===== src/formation_potential_field_steering_defines.svh =====
// Assertion macros for the formation steering block.
// Used by the controller; no other dependencies.
`ifndef FORMATION_POTENTIAL_FIELD_STEERING_DEFINES_SVH
`define FORMATION_POTENTIAL_FIELD_STEERING_DEFINES_SVH
`ifndef SYNTHESIS
`define FPFS_ASSERT(lbl, clk, rst, prop) \
   lbl: assert property (@(posedge clk) disable iff (rst) prop) else $error("fpfs check failed");
`define FPFS_ASSERT_ALWAYS(lbl, clk, prop) \
   lbl: assert property (@(posedge clk) prop) else $error("fpfs check failed");
`else
`define FPFS_ASSERT(lbl, clk, rst, prop)
`define FPFS_ASSERT_ALWAYS(lbl, clk, prop)
`endif
`endif


===== src/fpfs_pkg.sv =====
// Shared types, constants and tables for the formation steering block.
// No dependencies.
`default_nettype none
package fpfs_pkg;

   localparam int ROBOT_COUNT  = 4;
   localparam int FORCE_EPS    = 66;
   localparam int PI_Q16       = 205887;
   localparam int PI_Q12       = 12868;
   localparam int TWO_PI_Q12   = 25736;
   localparam int CORDIC_STEPS = 17;
   localparam int DIV_STEPS    = 17;
   localparam int ROOT_STEPS   = 32;

   localparam logic [4:0] ROOT_LAST   = 5'(ROOT_STEPS - 1);
   localparam logic [4:0] DIV_LAST    = 5'(DIV_STEPS - 1);
   localparam logic [4:0] CORDIC_LAST = 5'(CORDIC_STEPS - 1);
   localparam logic [4:0] ROBOT_LAST  = 5'(ROBOT_COUNT - 1);

   localparam logic [1:0] MODE_POSE = 2'd0;
   localparam logic [1:0] MODE_TICK = 2'd1;
   localparam logic [1:0] MODE_EXCL = 2'd2;
   localparam logic [1:0] MODE_GOAL = 2'd3;

   localparam logic [2:0] CSR_OWN    = 3'd0;
   localparam logic [2:0] CSR_SCALE  = 3'd1;
   localparam logic [2:0] CSR_AGAIN  = 3'd2;
   localparam logic [2:0] CSR_CGAIN  = 3'd3;
   localparam logic [2:0] CSR_TGAIN  = 3'd4;
   localparam logic [2:0] CSR_SGAIN  = 3'd5;
   localparam logic [2:0] CSR_LIMITS = 3'd6;
   localparam logic [2:0] CSR_TOL    = 3'd7;

   localparam logic [1:0]  RST_OWN    = 2'd0;
   localparam logic [23:0] RST_SCALE  = 24'd65536;
   localparam logic [15:0] RST_AGAIN  = 16'd205;
   localparam logic [15:0] RST_CGAIN  = 16'd768;
   localparam logic [15:0] RST_TGAIN  = 16'd640;
   localparam logic [15:0] RST_SGAIN  = 16'd128;
   localparam logic [31:0] RST_LIMITS = 32'd483197829;
   localparam logic [31:0] RST_TOL    = 32'd53675213;

   typedef enum logic [4:0] {
      OP_NONE, OP_GLOAD, OP_NORM, OP_SQX, OP_SQY, OP_ROOTI, OP_ROOT, OP_LEN,
      OP_DIVXI, OP_DIV, OP_DIVYI, OP_GFORCE, OP_CDIFF, OP_CACC, OP_FLOAD,
      OP_ADN, OP_AUP, OP_CI, OP_CORDIC, OP_ANG, OP_YERR, OP_TURN, OP_SPL,
      OP_SPH, OP_ZERO, OP_OUT
   } dp_op_type;

   typedef struct packed {
      dp_op_type  op;
      logic [4:0] idx;
   } dp_cmd_type;

   typedef struct packed {
      logic eligible;
      logic norm_done;
      logic goal_far;
      logic len_small;
      logic nb_ok;
      logic ang_big;
      logic ang_small;
   } dp_stat_type;

   function automatic logic [15:0] atan_q16(input logic [4:0] i);
      logic [15:0] v;
      case (i)
         5'd0:    v = 16'd51472;
         5'd1:    v = 16'd30386;
         5'd2:    v = 16'd16055;
         5'd3:    v = 16'd8150;
         5'd4:    v = 16'd4091;
         5'd5:    v = 16'd2047;
         5'd6:    v = 16'd1024;
         5'd7:    v = 16'd512;
         5'd8:    v = 16'd256;
         5'd9:    v = 16'd128;
         5'd10:   v = 16'd64;
         5'd11:   v = 16'd32;
         5'd12:   v = 16'd16;
         5'd13:   v = 16'd8;
         5'd14:   v = 16'd4;
         5'd15:   v = 16'd2;
         5'd16:   v = 16'd1;
         default: v = 16'd0;
      endcase
      return v;
   endfunction

   function automatic logic slot_ok(input logic [1:0] r, input logic tri_m);
      return !tri_m || (r != 2'd2);
   endfunction

   function automatic logic signed [26:0] slot_x(input logic [1:0] r, input logic tri_m,
                                                 input logic [23:0] d);
      logic signed [26:0] dd;
      logic signed [26:0] v;
      dd = $signed({3'b000, d});
      if (tri_m) begin
         case (r)
            2'd0:    v = dd;
            2'd1:    v = -dd;
            default: v = '0;
         endcase
      end else begin
         v = (r == 2'd0 || r == 2'd3) ? dd : -dd;
      end
      return v;
   endfunction

   function automatic logic signed [26:0] slot_y(input logic [1:0] r, input logic tri_m,
                                                 input logic [23:0] d);
      logic signed [26:0] dd;
      logic signed [26:0] v;
      dd = $signed({3'b000, d});
      if (tri_m) begin
         case (r)
            2'd0, 2'd1: v = dd;
            2'd3:       v = -(dd <<< 1);
            default:    v = '0;
         endcase
      end else begin
         v = (r <= 2'd1) ? dd : -dd;
      end
      return v;
   endfunction

endpackage
`default_nettype wire


===== src/fpfs_ctrl.sv =====
// Controller: sequences one item at a time through the datapath and owns the handshakes.
// Depends on fpfs_pkg and the assertion macro header.
`default_nettype none
`include "formation_potential_field_steering_defines.svh"
module fpfs_ctrl import fpfs_pkg::*; (
   input  logic        clock,
   input  logic        reset,
   input  logic        req_valid,
   output logic        req_ready,
   input  logic [1:0]  req_mode,
   output logic        rsp_valid,
   input  logic        rsp_ready,
   input  dp_stat_type stat,
   output dp_cmd_type  cmd
);

   typedef enum logic [28:0] {
      S_IDLE  = 29'd1 << 0,  S_GLOAD = 29'd1 << 1,  S_NORM  = 29'd1 << 2,
      S_SQX   = 29'd1 << 3,  S_SQY   = 29'd1 << 4,  S_ROOTI = 29'd1 << 5,
      S_ROOT  = 29'd1 << 6,  S_LEN   = 29'd1 << 7,  S_BR    = 29'd1 << 8,
      S_DIVXI = 29'd1 << 9,  S_DIVX  = 29'd1 << 10, S_DIVYI = 29'd1 << 11,
      S_DIVY  = 29'd1 << 12, S_GF    = 29'd1 << 13, S_CD    = 29'd1 << 14,
      S_CA    = 29'd1 << 15, S_FLOAD = 29'd1 << 16, S_ALOAD = 29'd1 << 17,
      S_ADN   = 29'd1 << 18, S_AUP   = 29'd1 << 19, S_CI    = 29'd1 << 20,
      S_CR    = 29'd1 << 21, S_ANG   = 29'd1 << 22, S_YERR  = 29'd1 << 23,
      S_TURN  = 29'd1 << 24, S_SPL   = 29'd1 << 25, S_SPH   = 29'd1 << 26,
      S_ZERO  = 29'd1 << 27, S_DONE  = 29'd1 << 28
   } state_type;

   state_type  state_ff, state_in;
   logic [4:0] cnt_ff, cnt_in;
   logic       ph_ff, ph_in;
   logic       rsp_valid_ff, rsp_valid_in;
   logic       load;

   assign req_ready = (state_ff == S_IDLE);
   assign rsp_valid = rsp_valid_ff;

   always_comb begin
      state_in = state_ff;
      cnt_in   = cnt_ff;
      ph_in    = ph_ff;
      load     = 1'b0;
      cmd.op   = OP_NONE;
      cmd.idx  = cnt_ff;
      case (state_ff)
         S_IDLE: begin
            if (req_valid && req_mode == MODE_TICK)
               state_in = stat.eligible ? S_GLOAD : S_ZERO;
         end
         S_GLOAD: begin
            cmd.op = OP_GLOAD; ph_in = 1'b0; state_in = S_NORM;
         end
         S_NORM: begin
            cmd.op = OP_NORM;
            if (stat.norm_done) state_in = S_SQX;
         end
         S_SQX:   begin cmd.op = OP_SQX; state_in = S_SQY; end
         S_SQY:   begin cmd.op = OP_SQY; state_in = S_ROOTI; end
         S_ROOTI: begin cmd.op = OP_ROOTI; cnt_in = '0; state_in = S_ROOT; end
         S_ROOT: begin
            cmd.op = OP_ROOT; cnt_in = cnt_ff + 5'd1;
            if (cnt_ff == ROOT_LAST) state_in = S_LEN;
         end
         S_LEN: begin cmd.op = OP_LEN; state_in = S_BR; end
         S_BR: begin
            cnt_in = '0;
            if (!ph_ff) state_in = stat.goal_far ? S_DIVXI : S_CD;
            else state_in = stat.len_small ? S_ZERO : S_ALOAD;
         end
         S_DIVXI: begin cmd.op = OP_DIVXI; cnt_in = '0; state_in = S_DIVX; end
         S_DIVX: begin
            cmd.op = OP_DIV; cnt_in = cnt_ff + 5'd1;
            if (cnt_ff == DIV_LAST) state_in = S_DIVYI;
         end
         S_DIVYI: begin cmd.op = OP_DIVYI; cnt_in = '0; state_in = S_DIVY; end
         S_DIVY: begin
            cmd.op = OP_DIV; cnt_in = cnt_ff + 5'd1;
            if (cnt_ff == DIV_LAST) state_in = S_GF;
         end
         S_GF: begin cmd.op = OP_GFORCE; cnt_in = '0; state_in = S_CD; end
         S_CD: begin
            cmd.op = OP_CDIFF;
            if (stat.nb_ok) state_in = S_CA;
            else if (cnt_ff == ROBOT_LAST) state_in = S_FLOAD;
            else cnt_in = cnt_ff + 5'd1;
         end
         S_CA: begin
            cmd.op = OP_CACC;
            if (cnt_ff == ROBOT_LAST) state_in = S_FLOAD;
            else begin
               cnt_in = cnt_ff + 5'd1; state_in = S_CD;
            end
         end
         S_FLOAD: begin cmd.op = OP_FLOAD; ph_in = 1'b1; state_in = S_NORM; end
         S_ALOAD: begin cmd.op = OP_FLOAD; state_in = S_ADN; end
         S_ADN: begin
            cmd.op = OP_ADN;
            if (!stat.ang_big) state_in = S_AUP;
         end
         S_AUP: begin
            cmd.op = OP_AUP;
            if (!stat.ang_small) state_in = S_CI;
         end
         S_CI: begin cmd.op = OP_CI; cnt_in = '0; state_in = S_CR; end
         S_CR: begin
            cmd.op = OP_CORDIC; cnt_in = cnt_ff + 5'd1;
            if (cnt_ff == CORDIC_LAST) state_in = S_ANG;
         end
         S_ANG:  begin cmd.op = OP_ANG; state_in = S_YERR; end
         S_YERR: begin cmd.op = OP_YERR; state_in = S_TURN; end
         S_TURN: begin cmd.op = OP_TURN; state_in = S_SPL; end
         S_SPL:  begin cmd.op = OP_SPL; state_in = S_SPH; end
         S_SPH:  begin cmd.op = OP_SPH; state_in = S_DONE; end
         S_ZERO: begin cmd.op = OP_ZERO; state_in = S_DONE; end
         S_DONE: begin
            if (!rsp_valid_ff || rsp_ready) begin
               cmd.op = OP_OUT; load = 1'b1; state_in = S_IDLE;
            end
         end
         default: state_in = S_IDLE;
      endcase
      rsp_valid_in = load ? 1'b1 : (rsp_ready ? 1'b0 : rsp_valid_ff);
   end

   always_ff @(posedge clock) begin
      if (reset) begin
         state_ff     <= S_IDLE;
         cnt_ff       <= '0;
         ph_ff        <= 1'b0;
         rsp_valid_ff <= 1'b0;
      end else begin
         state_ff     <= state_in;
         cnt_ff       <= cnt_in;
         ph_ff        <= ph_in;
         rsp_valid_ff <= rsp_valid_in;
      end
   end

   `FPFS_ASSERT(a_tick_start, clock, reset, (req_valid && req_ready && req_mode == MODE_TICK && stat.eligible) |=> state_ff == S_GLOAD)
   `FPFS_ASSERT(a_root_end, clock, reset, (state_ff == S_ROOT && cnt_ff == ROOT_LAST) |=> state_ff == S_LEN)
   `FPFS_ASSERT(a_rsp_from_done, clock, reset, $rose(rsp_valid_ff) |-> $past(state_ff == S_DONE))

endmodule
`default_nettype wire


===== config.mk =====
export PLATFORM = sky130hd
export DESIGN_NAME = fpfs_ctrl
export DESIGN_NICKNAME = d
export VERILOG_FILES = /design/src/fpfs_pkg.sv /design/src/fpfs_ctrl.sv
export VERILOG_INCLUDE_DIRS = /design/src /design/src/src
export SDC_FILE = /design/constraint.sdc
export NUM_CORES = 1
export LEC_CHECK = 0
export ABC_AREA = 1
export BUFFER_PORTS_ARGS = -buffer_cell sky130_fd_sc_hd__buf_2
export CAP_MARGIN = 20
export CORE_MARGIN = 4
export CORE_UTILIZATION = 45
export CTS_CLUSTER_DIAMETER = 80
export DETAILED_ROUTE_END_ITERATION = 6
export PLACE_DENSITY = 0.66
export SLEW_MARGIN = 30
export SYNTH_ARGS = -nofsm -noshare
export SYNTH_HDL_FRONTEND = slang
export SYNTH_SLANG_ARGS = --single-unit

===== constraint.sdc =====
create_clock -name clock -period 3.9 [get_ports clock]
set_clock_uncertainty 0.1 [all_clocks]
set_input_delay 1.17 -clock clock [delete_from_list [all_inputs] [get_ports clock]]
set_output_delay 1.17 -clock clock [all_outputs]
set_load 0.02 [all_outputs]

==> out/metrics.csv, run 1 <==
stage,metric,value,unit
cts,CTS Buffer Depth,2,
cts,clk root buf,clkbuf_8,
run_status,run status,finished clean,
sta,final setup violation count,0,
setup_path,CP required,2.63,ns
cts,cts bufs inserted,5,
layout,share of cells above drive strength 1,16.18,%
power,register share of total power,26.6,%
global_route,global-route wire length before repair,11.75,mm
setup_path,kind of critical path,flop to output pin,
cts,CTS tree,built,
drt,initial DRC count,223,
power,maximum vdd ir drop,0.2767,mV
layout,ANT cells,0,
sta,unrepaired setup endpoints after global routing,false,
power,Pleak,1.548,nW
sta,Final Slew Violations,0,
floorplan,Die Height,84.92,µm
synth,xor-xnor portion of the synthesized cell area,0.3289,%
placed_design,placed instance count,540,
synth,"Cell Area, Synth",2663,µm²
layout,post-layout util,52.57,%
placed_design,# port buffers,24,
power,cell area power density,565.5,nW/µm²
setup_path,WP data arrival,2.24,ns
cts,clk slew on worst S/H paths,0.08,ns
cts,CTS Hold Buffers Added,0,
global_route,vias in the first global route,2659,
synth,"Seq/Total Area, Yosys",27.07,%
synth,Synth Instances,450,
setup_path,CP startpoint kind,flop,
power,Clk network pwr share,22.0,%
sta,Tmin final,3.513,ns
synth,Synthesis Warnings,0,
synth,mux contribution to synthesized area,0,%
layout,final instance area,2948,µm²
sta,f_max,0.2846,GHz
sta,final hold vios,0,
layout,area occupied by registers,720.7,µm²
drt,vias per cell,5.069,
floorplan,Top Ports,25,
synth,Yosys reg bits,36,
drt,Via Count,2778,
synth,Simple-Gate Fraction of Synth Area,56.58,%
setup_path,FF-to-FF Start,state_ff[4],
drt,drt wl/cell,12.51,µm
placed_design,Post-DP HPWL,5.445,mm
floorplan,chip width,84.92,µm
global_route,largest net degree at the start of global routing,18,
setup_path,endpoint class of the critical path,output pin,
cts,# Post-CTS Setup Buffers,0,
cts,clk_lat worst skew,0.30,ns
placed_design,GP Congestion,0.8946,
setup_path,reg2reg end,state_ff[14],
synth,syn avg cell area,5.917,µm²
synth,largest family of logic cells by synthesized area,simple AND/OR/NAND/NOR gates,
min_path,hold wc startpoint,ph_ff,
sta,Slew headroom,59.15,%
run,MaxCap Viol Count,0,
sta,Worst-Margin Slew,0.6071,ns
setup_path,R2R cell count,13,
drt,DRC,0,
synth,syn_nets,466,
placed_design,dpl ws,0.5400,ns
global_route,Overflow after GRT,0,
sta,TNS Setup,0,ns
sta,setup ws final,0.3865,ns
cts,H-Tree Depth,2,
synth,Compound-Gate Fraction of Synth Area,2.538,%
floorplan,area of the die,7211,µm²
floorplan,Core ar.,5608,µm²
layout,"non-filler cells, final",548,
setup_path,CP Max Fanout,12,
sta,post-route clock period utilization,90.09,%
layout,nets,491,
layout,multi-input logic area,1620,µm²
placed_design,placed cell areas,2821,µm²
power,logic gate share of total power,51.4,%
setup_path,r2r setup slk,1.42,ns
drt,post-route ant nets,0,
floorplan,Initial Util,47.48,%
power,switching share of power,47.74,%
min_path,HP Class,flop to flop,
min_path,hold endpoint,ph_ff,
cts,Resize count post-CTS,0,
cts,clock sink count,36,
layout,most frequent cells in the layout,"nor2_1, nand2_1, inv_1, dfxtp_1, nand3_1",
drt,WL final,6.854,mm
power,Int Power,0.8712,mW
layout,Filler cells,608,
layout,area added between synthesis and finish,10.71,%
drt,DRT Pass-1 Iters,7,
power,switching power,0.7959,mW
min_path,hold path cells,2,
global_route,GRT Overall Usage,20.04,%
floorplan,Placement Rows,27,
global_route,initial antenna violation count,0,
layout,"commonest non-fill, non-tap cell in the layout",nor2_1,
synth,Post-Synth Adder-Cell Area,1.410,%
synth,Cell variety after synth,26,
==> area by class of cell <==
class	count	area share, %
Timing Repair Buffer	25	4.329
Inverter	70	8.913
Clock buffer	7	3.268
Clock inverter	1	1.019
Tap cell	72	3.056
Multi-Input combinational cell	337	54.97
Sequential cell	36	24.45
==> critical path, cell delays in order (launching register included) <==
cell and delay, ns:
dfxtp_1 0.33, nor2_1 0.22, nand2_2 0.13, nor2_4 0.33
nand2_2 0.17, nor2_1 0.20, nor2_1 0.12, and3_1 0.20
nand3_1 0.09, buf_2 0.16
==> layer usage <==
| layer | vias to the layer above | share of wire (%) | global-route usage, % |
|---|---|---|---|
| met5 | - | 0 | 0 |
| met4 | 0 | 2.6 | 6.906 |
| met3 | 20 | 5.2 | 3.786 |
| met2 | 83 | 46 | 34.23 |
| met1 | 1232 | 46 | 25.21 |
| li1 | 1443 | - | - |
==> stage by stage <==
stage	hold slack (ns)	total power [mW]
2_1_floorplan	0.3605	1.136
3_3_place_gp	0.4106	1.296
3_5_place_dp	0.4164	1.307
4_1_cts	0.4276	1.673
5_1_grt	0.4613	1.810
6_report	0.4323	1.667
==> flip-flops by register name, indices dropped and copies added (netlist names) <==
name / flops
cnt_ff: 5
ph_ff: 1
state_ff: 29
rsp_valid: 1
==> synth_stat cells <==
library cell / instances / share of area (%)
buf_6: 4 / 1.7
nor2_4: 9 / 3.8
dfxtp_1: 36 / 27
nand2_4: 3 / 1.3
nand3b_1: 4 / 1.1
nor4_1: 5 / 1.2
xor2_1: 1 / 0.33
nand2_1: 94 / 13
buf_2: 2 / 0.38
ha_1: 3 / 1.4
inv_2: 1 / 0.14
and3_1: 1 / 0.24
nor3_1: 8 / 1.5
inv_1: 69 / 9.7
clkbuf_1: 1 / 0.14
nand3_2: 3 / 1.1
nor2_1: 117 / 16
and2_1: 1 / 0.24
o31ai_1: 1 / 0.28
nor2_2: 20 / 4.7
nand4_1: 20 / 4.7
o21ai_1: 1 / 0.19
a21oi_1: 2 / 0.38
nand2_2: 8 / 1.9
o21ai_0: 9 / 1.7
nand3_1: 27 / 5.1
==> worst max path at each step <==
stage | from | to | slack [ns] | cells after the start
3_3_place_gp | rsp_ready | cmd[5] | 0.59 | 6
5_1_grt | state_ff[4] | cmd[8] | 0.17 | 9
6_report | state_ff[4] | cmd[7] | 0.39 | 9
3_5_place_dp | rsp_ready | cmd[5] | 0.54 | 6
2_1_floorplan | rsp_ready | cmd[5] | 0.77 | 4
4_1_cts | state_ff[4] | cmd[7] | 0.39 | 9
==> power groups by stage <==
stage | sequential (mW) | combinational [mW] | clock [mW]
finish | 0.444 | 0.856 | 0.367
global route | 0.450 | 0.966 | 0.394
CTS | 0.444 | 0.855 | 0.374
detailed placement | 0.452 | 0.854 | 0
global placement | 0.450 | 0.846 | 0
floorplan | 0.466 | 0.670 | 0
==> cell families (layout without fill, tap and decap cells) <==
group	after synthesis	in the layout
AO/OA/AOI/OAI	13	13
XOR/XNOR	1	1
adder cells (fa/ha/maj)	3	3
buffers and inverters	77	103
flip-flops	36	36
AND/OR/NAND/NOR	320	320
(Power assumes the default switching activity.)
==> run 2: changes to the inputs <==
--- a/config.mk
+++ b/config.mk
@@ -7,13 +7,13 @@
 export NUM_CORES = 1
 export LEC_CHECK = 0
 export ABC_AREA = 1
-export BUFFER_PORTS_ARGS = -buffer_cell sky130_fd_sc_hd__buf_2
 export CAP_MARGIN = 20
 export CORE_MARGIN = 4
 export CORE_UTILIZATION = 45
 export CTS_CLUSTER_DIAMETER = 80
 export DETAILED_ROUTE_END_ITERATION = 6
-export PLACE_DENSITY = 0.66
+export DONT_BUFFER_PORTS = 1
+export PLACE_DENSITY = 0.63
 export SLEW_MARGIN = 30
 export SYNTH_ARGS = -nofsm -noshare
 export SYNTH_HDL_FRONTEND = slang
==> run 2 against run 1 <==
Effect of this change:
- global-route usage down 0.39 points
- wire length decreased by 1.5%
- utilization shrank 2.7 points
- cell count is 4.6% lower
- flip-flop and latch count stayed put
- worst hold slack got worse by 0.012 ns
- first-iteration DRC count decreased by 46%
- non-clock buffer count decreased by 24
- worst setup slack better by 0.056 ns
- via count decreased by 4.1%
- final area is 5.1% lower
- critical endpoint unchanged
- largest power group unchanged
==> out/metrics.csv, run 2 (same netlist as run 1, synthesis figures left out) <==
stage,metric,value,unit
drt,DRT Pass-1 Iters,5,
sta,unrepaired setup endpoints after global routing,false,
sta,Worst-Margin Slew,0.6230,ns
global_route,largest net degree at the start of global routing,18,
cts,CTS tree,built,
global_route,vias in the first global route,2481,
cts,CTS Hold Buffers Added,0,
sta,f_max,0.2892,GHz
sta,Slew headroom,58.09,%
global_route,GRT Overall Usage,19.65,%
placed_design,placed cell areas,2701,µm²
drt,WL final,6.748,mm
setup_path,WP data arrival,2.19,ns
power,maximum vdd ir drop,0.2708,mV
cts,clk root buf,clkbuf_8,
cts,clk_lat worst skew,0.29,ns
placed_design,GP Congestion,0.9036,
floorplan,Core ar.,5608,µm²
cts,Resize count post-CTS,0,
run,MaxCap Viol Count,0,
placed_design,Post-DP HPWL,5.389,mm
drt,drt wl/cell,12.90,µm
placed_design,placed instance count,516,
cts,cts bufs inserted,5,
placed_design,dpl ws,0.6624,ns
global_route,initial antenna violation count,0,
setup_path,endpoint class of the critical path,output pin,
cts,clock sink count,36,
drt,DRC,0,
sta,Tmin final,3.457,ns
layout,most frequent cells in the layout,"nor2_1, nand2_1, inv_1, dfxtp_1, nand3_1",
floorplan,Top Ports,25,
drt,post-route ant nets,0,
layout,"commonest non-fill, non-tap cell in the layout",nor2_1,
run_status,run status,finished clean,
layout,area added between synthesis and finish,5.075,%
floorplan,Initial Util,47.48,%
floorplan,area of the die,7211,µm²
floorplan,Placement Rows,27,
layout,share of cells above drive strength 1,11.53,%
drt,vias per cell,5.094,
sta,final setup violation count,0,
cts,clk slew on worst S/H paths,0.07,ns
cts,CTS Buffer Depth,2,
sta,final hold vios,0,
floorplan,chip width,84.92,µm
setup_path,CP Max Fanout,12,
layout,ANT cells,0,
floorplan,Die Height,84.92,µm
min_path,HP Class,flop to flop,
layout,max reg flops,29,
placed_design,# port buffers,0,
layout,"non-filler cells, final",523,
sta,Final Slew Violations,0,
power,Pleak,1.422,nW
layout,nets,467,
cts,H-Tree Depth,2,
sta,TNS Setup,0,ns
sta,post-route clock period utilization,88.65,%
layout,"Most flops, register",state_ff,
layout,largest registers,"state_ff x29, cnt_ff x5",
power,cell area power density,554.9,nW/µm²
global_route,global-route wire length before repair,11.43,mm
cts,# Post-CTS Setup Buffers,0,
setup_path,CP required,2.63,ns
drt,initial DRC count,121,
global_route,Overflow after GRT,0,
setup_path,CP startpoint kind,flop,
layout,final instance area,2798,µm²
drt,Via Count,2664,
setup_path,kind of critical path,flop to output pin,
sta,setup ws final,0.4426,ns
[run 2: cell count changes in the layout (fill, tap and decap cells not counted)]
cell,change
bufinv_16,-1
buf_2,-24
[run 2: metrics by stage]
| step | hold WS [ns] | utilization (%) | power [mW] |
|---|---|---|---|
| finish | 0.4207 | 49.89 | 1.552 |
| global route | 0.4375 | 49.89 | 1.689 |
| CTS | 0.4172 | 49.89 | 1.565 |
| detailed placement | 0.4061 | 48.17 | 1.274 |
| floorplan | 0.3605 | - | 1.136 |
| global placement | 0.4025 | 48.17 | 1.264 |
[run 2: path summary, 6_finish.rpt]
path / start / endpoint / slack, ns / depth (start not counted)
setup reg to reg: cnt_ff[0] / state_ff[21] / 1.17 / 10
hold reg to reg: ph_ff / state_ff[17] / 0.42 / 2
setup / recovery: state_ff[4] / cmd[7] / 0.44 / 8
hold / removal: ph_ff / state_ff[17] / 0.42 / 2
[run 2: worst max-delay path, cell delays in order, from the launching register on]
cell and delay (ns):
dfxtp_1 0.32, nor2_1 0.20, nand2_2 0.13, nor2_4 0.32, nand2_2 0.17, nor2_1 0.19, nor2_1 0.12, and3_1 0.20
nand3_1 0.24
[run 2: where the power goes]
group | internal (mW) | switching (mW) | leakage (nW) | total [mW]
Clock | 0.157 | 0.133 | 0.0503 | 0.290
Sequential | 0.409 | 0.0566 | 0.291 | 0.466
Combinational | 0.210 | 0.586 | 1.08 | 0.796
Total | 0.776 | 0.776 | 1.42 | 1.55
[run 2: metal layers]
metal	part of all wire, %	GRT usage, %
met1	45	23.94
met2	46	33.24
met3	5.9	5.146
met4	2.5	7.194
met5	0	0
[run 2: layout make-up]
type / instances / area (µm²)
timing repair buffer: 1 / 7.507
clock buffer: 7 / 96.34
tap: 72 / 90.09
multi-input combinational: 337 / 1620
fill: 627 / 2810
inverter: 70 / 262.8
sequential: 36 / 720.7
